==> config.mk <==
export PLATFORM = sky130hd
export DESIGN_NAME = mpcc_delay
export DESIGN_NICKNAME = d
export VERILOG_FILES = /design/src/mpcc_pkg.sv /design/src/mpcc_delay.sv
export SDC_FILE = /design/constraint.sdc
export NUM_CORES = 1
export LEC_CHECK = 0
export ABC_AREA = 1
export BUFFER_PORTS_ARGS = -buffer_cell sky130_fd_sc_hd__buf_4
export CAP_MARGIN = 20
export CORE_AREA = 2 2 39 41
export DETAILED_ROUTE_END_ITERATION = 8
export DIE_AREA = 0 0 41 43
export PLACE_DENSITY = 0.57
export SETUP_SLACK_MARGIN = 0.15
export SLEW_MARGIN = 20
export SYNTH_ARGS = -nofsm -noshare
export SYNTH_HDL_FRONTEND = slang
export SYNTH_SLANG_ARGS = --single-unit
==> constraint.sdc <==
create_clock -name clk -period 1.2 [get_ports clk]
set_clock_uncertainty 0.2 [all_clocks]
set_input_delay 0.36 -clock clk [delete_from_list [all_inputs] [get_ports clk]]
set_output_delay 0.36 -clock clk [all_outputs]
set_load 0.01 [all_outputs]
==> src/mpcc_pkg.sv <==
package mpcc_pkg;

    // Configuration port
    localparam int CFG_IDX_W  = 1;
    localparam int CFG_DATA_W = 31;
    localparam int GM1_W      = 18;
    localparam int INV_W      = 31;

    localparam logic [CFG_IDX_W-1:0] REG_GAMMA_M1     = 1'd0;
    localparam logic [CFG_IDX_W-1:0] REG_INV_GAMMA_M1 = 1'd1;

    localparam logic [GM1_W-1:0] GM1_RESET = 18'd43691;
    localparam logic [INV_W-1:0] INV_RESET = 31'd98304;

    // Conversion direction
    localparam logic CMD_PRIM_TO_CONS = 1'b0;
    localparam logic CMD_CONS_TO_PRIM = 1'b1;

    typedef enum logic [1:0] {
        STATUS_OK       = 2'd0,
        STATUS_SAT      = 2'd1,
        STATUS_ZERO_RHO = 2'd2
    } status_t;

    // Long division pipeline: one quotient bit per stage plus an input stage
    localparam int DIV_NUM_W = 64;
    localparam int DIV_DEN_W = 31;
    localparam int DIV_STEPS = DIV_NUM_W;
    localparam int DIV_LAT   = DIV_STEPS + 1;

    // Upper bound of the kinetic term in conserved to primitive direction
    localparam logic [63:0] KIN_CAP = 64'h2000_0000_0000_0000;

    typedef struct packed {
        logic               cmd;
        logic        [30:0] in_density;
        logic signed [31:0] in_vec_x;
        logic signed [31:0] in_vec_y;
        logic signed [31:0] in_vec_z;
        logic signed [31:0] in_thermo;
        logic signed [31:0] in_field_x;
        logic signed [31:0] in_field_y;
        logic signed [31:0] in_field_z;
        logic signed [31:0] in_clean_scalar;
    } conv_in_t;

    typedef struct packed {
        logic        [30:0] out_density;
        logic signed [31:0] out_vec_x;
        logic signed [31:0] out_vec_y;
        logic signed [31:0] out_vec_z;
        logic signed [31:0] out_thermo;
        logic signed [31:0] out_field_x;
        logic signed [31:0] out_field_y;
        logic signed [31:0] out_field_z;
        logic signed [31:0] out_clean_scalar;
        status_t            status;
    } conv_out_t;

    // Item fields that ride alongside the divider pipelines
    typedef struct packed {
        logic               cmd;
        logic        [30:0] density;
        logic signed [31:0] thermo;
        logic signed [31:0] field_x;
        logic signed [31:0] field_y;
        logic signed [31:0] field_z;
        logic signed [31:0] clean_scalar;
        logic        [2:0]  vec_neg;
        logic signed [63:0] mag_sq;
    } side_t;

    // Finished primitive to conserved result
    typedef struct packed {
        logic signed [31:0] mom_x;
        logic signed [31:0] mom_y;
        logic signed [31:0] mom_z;
        logic signed [31:0] energy;
        logic               sat;
    } cons_t;

    typedef struct packed {
        side_t side;
        cons_t cons;
    } late_t;

    typedef struct packed {
        logic               flag;
        logic signed [31:0] val;
    } sat_t;

    // Clamp a 64-bit signed value into 32 bits
    function automatic sat_t sat32(input logic signed [63:0] x);
        sat_t r;
        r.flag = 1'b1;
        if (x > 64'sd2147483647) begin
            r.val = 32'sh7FFF_FFFF;
        end
        else if (x < -64'sd2147483648) begin
            r.val = 32'sh8000_0000;
        end
        else begin
            r.flag = 1'b0;
            r.val  = x[31:0];
        end
        return r;
    endfunction

    // Apply sign to a quotient magnitude and clamp into 32 bits
    function automatic sat_t div_sat(input logic [63:0] q, input logic neg);
        sat_t r;
        r.flag = 1'b1;
        if (!neg) begin
            if (q > 64'h7FFF_FFFF) begin
                r.val = 32'sh7FFF_FFFF;
            end
            else begin
                r.flag = 1'b0;
                r.val  = q[31:0];
            end
        end
        else begin
            if (q > 64'h8000_0000) begin
                r.val = 32'sh8000_0000;
            end
            else begin
                r.flag = 1'b0;
                r.val  = ~q[31:0] + 32'd1;
            end
        end
        return r;
    endfunction

endpackage

==> src/mpcc_delay.sv <==
module mpcc_delay
    import mpcc_pkg::*;
#(
    parameter int WIDTH = 8,
    parameter int DEPTH = 2
)
(
    input  logic             clk,
    input  logic             rst_n,
    input  logic             in_vld,
    input  logic [WIDTH-1:0] in_data,
    output logic             out_vld,
    output logic [WIDTH-1:0] out_data
);

    logic             vld_reg  [DEPTH];
    logic [WIDTH-1:0] data_reg [DEPTH];

    // Advance valid bits
    always_ff @(posedge clk or negedge rst_n)
    begin
        if (!rst_n)
        begin
            for (int i = 0; i < DEPTH; i++)
            begin
                vld_reg[i] <= 1'b0;
            end
        end
        else
        begin
            vld_reg[0] <= in_vld;
            for (int i = 1; i < DEPTH; i++)
            begin
                vld_reg[i] <= vld_reg[i-1];
            end
        end
    end

    // Advance data
    always_ff @(posedge clk)
    begin
        data_reg[0] <= in_data;
        for (int i = 1; i < DEPTH; i++)
        begin
            data_reg[i] <= data_reg[i-1];
        end
    end

    assign out_vld  = vld_reg[DEPTH-1];
    assign out_data = data_reg[DEPTH-1];

endmodule

# ---- Yosys cells after proc, flatten, opt, wreduce, memory -nomap -nowiden
# Memories as Yosys holds them, arrays and structs flattened.
# Cells that the tools add are included.
dict set report op_classes {
  n_mux 0
  shift 0
  magnitude_cmp 0
  div_mod_pow 0
  n_reduce_logical 0
  n_bitwise 0
  n_addsub 0
  eq_ne 0
  mul 0
}
dict set report word_totals {
  ram_bits 16
  input_bits 11
  out_inout_bits 9
  memories 1
  ff_bits 2
  latch_bits 0
  romBits 0
}
# name depth width rd rd_ports_with_merged_regs wr line
set memory_table {}
lappend memory_table {data_reg 2 8 2 0 2 mpcc_delay.sv:17} ;# logic [WIDTH-1:0] data_reg [DEPTH];

# ---- Longest topological paths before layout
dict set report logic_depth {
  depth_word 0
  mapped_depth 1
  depth_no_buf 0
}

# ---- Worst setup path before layout
# Ideal clock, no wire load.
dict set report synth_path {
  path_type {register to output}
  startpoint {mem data_reg[1][0], in the netlist data_reg[0][8]}
  endpoint {out out_data[0]}
  setup_slack_ps 239
  n_path_buf 1
  required_time_ps 640
  stages_incl_launch_ff 2
  t_arrival_ps 401
  path_cell_list {dfxtp_1 -> buf_4}
}
# element line
set synth_rtl {}
lappend synth_rtl {{from (decl)} mpcc_delay.sv:17}
lappend synth_rtl {{to (decl)} mpcc_delay.sv:13} ;# output logic [WIDTH-1:0] out_data

# ---- Final worst setup path
dict set report layout_path {
  startpoint {reg vld_reg, in the netlist out_vld}
  endpoint {out out_vld}
}
# element line
set layout_rtl {}
lappend layout_rtl {{from (decl)} mpcc_delay.sv:16} ;# logic vld_reg [DEPTH];
lappend layout_rtl {{from (signal, indexed assignment)} mpcc_delay.sv:34} ;# vld_reg[i] <= vld_reg[i-1];
lappend layout_rtl {{to (decl)} mpcc_delay.sv:12} ;# output logic out_vld,
# No word-level cell between the ends.

==> metrics.txt <==
# TYPE chip_impl_metric gauge
chip_impl_metric{name="die_x",unit="um"} 41
chip_impl_metric{name="core_area",unit="um2"} 1384
chip_impl_metric{name="io_pins",unit=""} 20
chip_impl_metric{name="setup_viol",unit=""} 9
chip_impl_info{name="cp_top_family",value="flip-flops"} 1
chip_impl_info{name="critPathSlowestCell",value="sky130_fd_sc_hd__dfrtp_1"} 1
chip_impl_metric{name="yosysUniqueCellTypes",unit=""} 3
chip_impl_metric{name="yosys_register_bits",unit=""} 18
chip_impl_info{name="grt_setup_unrepaired",value="true"} 1
chip_impl_info{name="tritoncts",value="yes"} 1
chip_impl_metric{name="drv_cap",unit=""} 0
chip_impl_metric{name="cp_data_arrival_time",unit="ps"} 770
chip_impl_metric{name="postCtsSetupBuffers",unit=""} 0
chip_impl_info{name="timing.critical_path.cells",value="buf_6"} 1
chip_impl_info{name="timing.critical_path.from_type",value="flip-flop"} 1
chip_impl_metric{name="port_buffers",unit=""} 19
chip_impl_metric{name="slew_headroom",unit="%"} 93.90
chip_impl_metric{name="track_usage",unit="%"} 6.932
chip_impl_metric{name="drive_above_1_share",unit="%"} 58.82
chip_impl_info{name="worst-setup-path-type",value="reg -> out"} 1
chip_impl_info{name="worstReg2RegStart",value="vld_reg[1]"} 1
chip_impl_metric{name="cts_buffers",unit=""} 3
chip_impl_metric{name="p_leak",unit="nW"} 0.3325
chip_impl_metric{name="final_max_slew_violation_count",unit=""} 0
chip_impl_metric{name="worstMarginPinSlew",unit="ps"} 91.55
chip_impl_metric{name="timing.final.hold_violations",unit=""} 0
chip_impl_metric{name="grt_first_pass_wirelength",unit="um"} 779
chip_impl_metric{name="multiInputGateArea",unit="um2"} 0
chip_impl_metric{name="min_tclk_post_route",unit="ps"} 1333
chip_impl_metric{name="fin_total_pwr",unit="mW"} 1.078
chip_impl_info{name="end_kind",value="output port"} 1
chip_impl_metric{name="syn-instance-count",unit=""} 26
chip_impl_metric{name="critical-path-max-stage-delay",unit="ps"} 380
chip_impl_info{name="failed_checks",value="setup timing"} 1
chip_impl_info{name="cts_root_buffer",value="sky130_fd_sc_hd__clkbuf_4"} 1
chip_impl_metric{name="drt_wl_total",unit="um"} 537
chip_impl_metric{name="clkSlewWorstSetupHoldPaths",unit="ps"} 90
chip_impl_metric{name="worst-r2r-cell-count",unit=""} 0
chip_impl_metric{name="areaGrowthSynthToFinish",unit="%"} 65.99
chip_impl_metric{name="routed_wire_length_per_instance",unit="um"} 8.015
chip_impl_metric{name="drtPass1Iterations",unit=""} 2
chip_impl_metric{name="drc",unit=""} 0
chip_impl_metric{name="clock_tree.htree_level_count",unit=""} 1
chip_impl_metric{name="max_clock_freq",unit="MHz"} 750.1
chip_impl_metric{name="grt_pass1_vias",unit=""} 195
chip_impl_metric{name="routed-via-count",unit=""} 223
chip_impl_metric{name="num_antenna_cells",unit=""} 0
chip_impl_metric{name="dieHeight",unit="um"} 43
chip_impl_info{name="rr_endpoint",value="out_vld"} 1
chip_impl_metric{name="reg2reg_slack",unit="ps"} 540
chip_impl_metric{name="antenna_found_initial",unit=""} 0
chip_impl_metric{name="nets_final",unit=""} 63
chip_impl_metric{name="rows",unit=""} 14
chip_impl_metric{name="place.gp.congestion",unit=""} 0.5444
chip_impl_info{name="outcome",value="finished, violations left"} 1
chip_impl_metric{name="powerDensity",unit="nW/um2"} 1509
chip_impl_metric{name="comb.multi_input.count",unit=""} 0
chip_impl_metric{name="route.antenna.remaining_nets",unit=""} 0
chip_impl_info{name="holdCritPathClass",value="reg -> reg"} 1
chip_impl_metric{name="worstHoldPathCells",unit=""} 0
chip_impl_metric{name="via_per_inst",unit=""} 3.328
chip_impl_metric{name="stdcell_area",unit="um2"} 714.4
chip_impl_metric{name="globalRoute.totalOverflow",unit=""} 0
chip_impl_metric{name="ctsLongestPathBuffers",unit=""} 2
chip_impl_info{name="mostFrequentLayoutCell",value="sky130_fd_sc_hd__buf_4"} 1
chip_impl_info{name="holdCritStartpoint",value="data_reg[0][6]"} 1
chip_impl_metric{name="syn-num-nets",unit=""} 37
chip_impl_metric{name="biggest_fanout_along_the_worst_timing_path",unit=""} 1
chip_impl_metric{name="final_min_period_over_clock_period",unit="%"} 111.1
chip_impl_info{name="layout.cells.most_common_list",value="sky130_fd_sc_hd__buf_4 (10), sky130_fd_sc_hd__dfxtp_1 (9), sky130_fd_sc_hd__dlygate4sd3_1 (9), sky130_fd_sc_hd__buf_6 (9), sky130_fd_sc_hd__dfxtp_2 (7)"} 1
chip_impl_metric{name="hold_slack",unit="ps"} 131.0
chip_impl_metric{name="placedInstanceArea",unit="um2"} 533.0
chip_impl_metric{name="yosysSeqAreaShare",unit="%"} 86.05
chip_impl_metric{name="largest_register_ffs",unit=""} 16
chip_impl_metric{name="critPathBufInv",unit=""} 1
chip_impl_info{name="min_to",value="data_reg[0][14]"} 1
chip_impl_metric{name="critPathRequiredTime",unit="ps"} 640
chip_impl_metric{name="pin_count_of_the_biggest_net_entering_global_routing",unit=""} 11
chip_impl_metric{name="fin_tns_setup",unit="ps"} -660.4
chip_impl_metric{name="worst_ir_drop_vdd",unit="V"} 0.0006748
chip_impl_metric{name="cell_area_after_synthesis",unit="um2"} 430.4
chip_impl_metric{name="drt_iter0_markers",unit=""} 1
chip_impl_metric{name="synthesis.area_per_instance",unit="um2"} 16.55
chip_impl_metric{name="start_util",unit="%"} 31.10
chip_impl_metric{name="post-route-worst-setup-slack",unit="ps"} -133.2
chip_impl_metric{name="yosys_warnings",unit=""} 0
chip_impl_metric{name="clock-sinks",unit=""} 18
chip_impl_metric{name="worst_skew_late_latency",unit="ps"} 270
chip_impl_metric{name="floorplan.die_area",unit="um2"} 1763
per-stage QoR:
step	worst slack [ps]	utilization (%)	cells
2_1_floorplan	238.8	-	26
3_3_place_gp	167.8	38.52	53
3_5_place_dp	160.9	38.52	53
4_1_cts	-143.7	51.09	67
5_1_grt	-162.1	51.63	67
6_report	-133.2	51.63	67
layer usage:
layer	track usage (%)	part of all wire [%]
met1	8.108	41
met2	10.00	53
met3	1.571	5.6
met4	6.000	0
met5	0	0
layout make-up:
| type | instances | area, um2 |
|---|---|---|
| clock buffers | 4 | 36.28 |
| fillers | 131 | 669.4 |
| well taps | 16 | 20.02 |
| flip-flops and latches | 18 | 379.1 |
| repair buffers | 29 | 279.0 |
repair_timing:
| item | 4_1_cts | 5_1_grt |
|---|---|---|
| cloned | 0 | 0 |
| hold buffers | 10 | 0 |
| gates resized for setup | 12 | 5 |
| setup endpoints to repair | 9 | 10 |
| hold endpoints to repair | 11 | 0 |
synth_stat cells (all sizes together):
library cell | instances | area (um2)
dfxtp | 16 | 320.3
buf | 8 | 60.06
dfrtp | 2 | 50.05
power by group:
part           internal (mW)  total, mW  switching (mW)
logic                 0.0697     0.0917          0.0220
clock network          0.184      0.344           0.160
registers              0.632      0.642         0.00989
kinds of logic (layout without fill, tap and decap cells):
kind of cell | count (synthesis) | after routing | share of synthesized area, %
flops | 18 | 18 | 86.05
buf+inv | 8 | 33 | 13.95
worst max-delay path by stage:
stage	startpoint	depth (start not counted)	to	slack (ps)
CTS	out_vld	1	out_vld	-140
global placement	out_vld	1	out_vld	170
detailed placement	out_vld	1	out_vld	160
global route	out_vld	1	out_vld	-160
floorplan	data_reg[0][8]	1	out_data[0]	240
finish	out_vld	1	out_vld	-130
(Power assumes the default switching activity.)
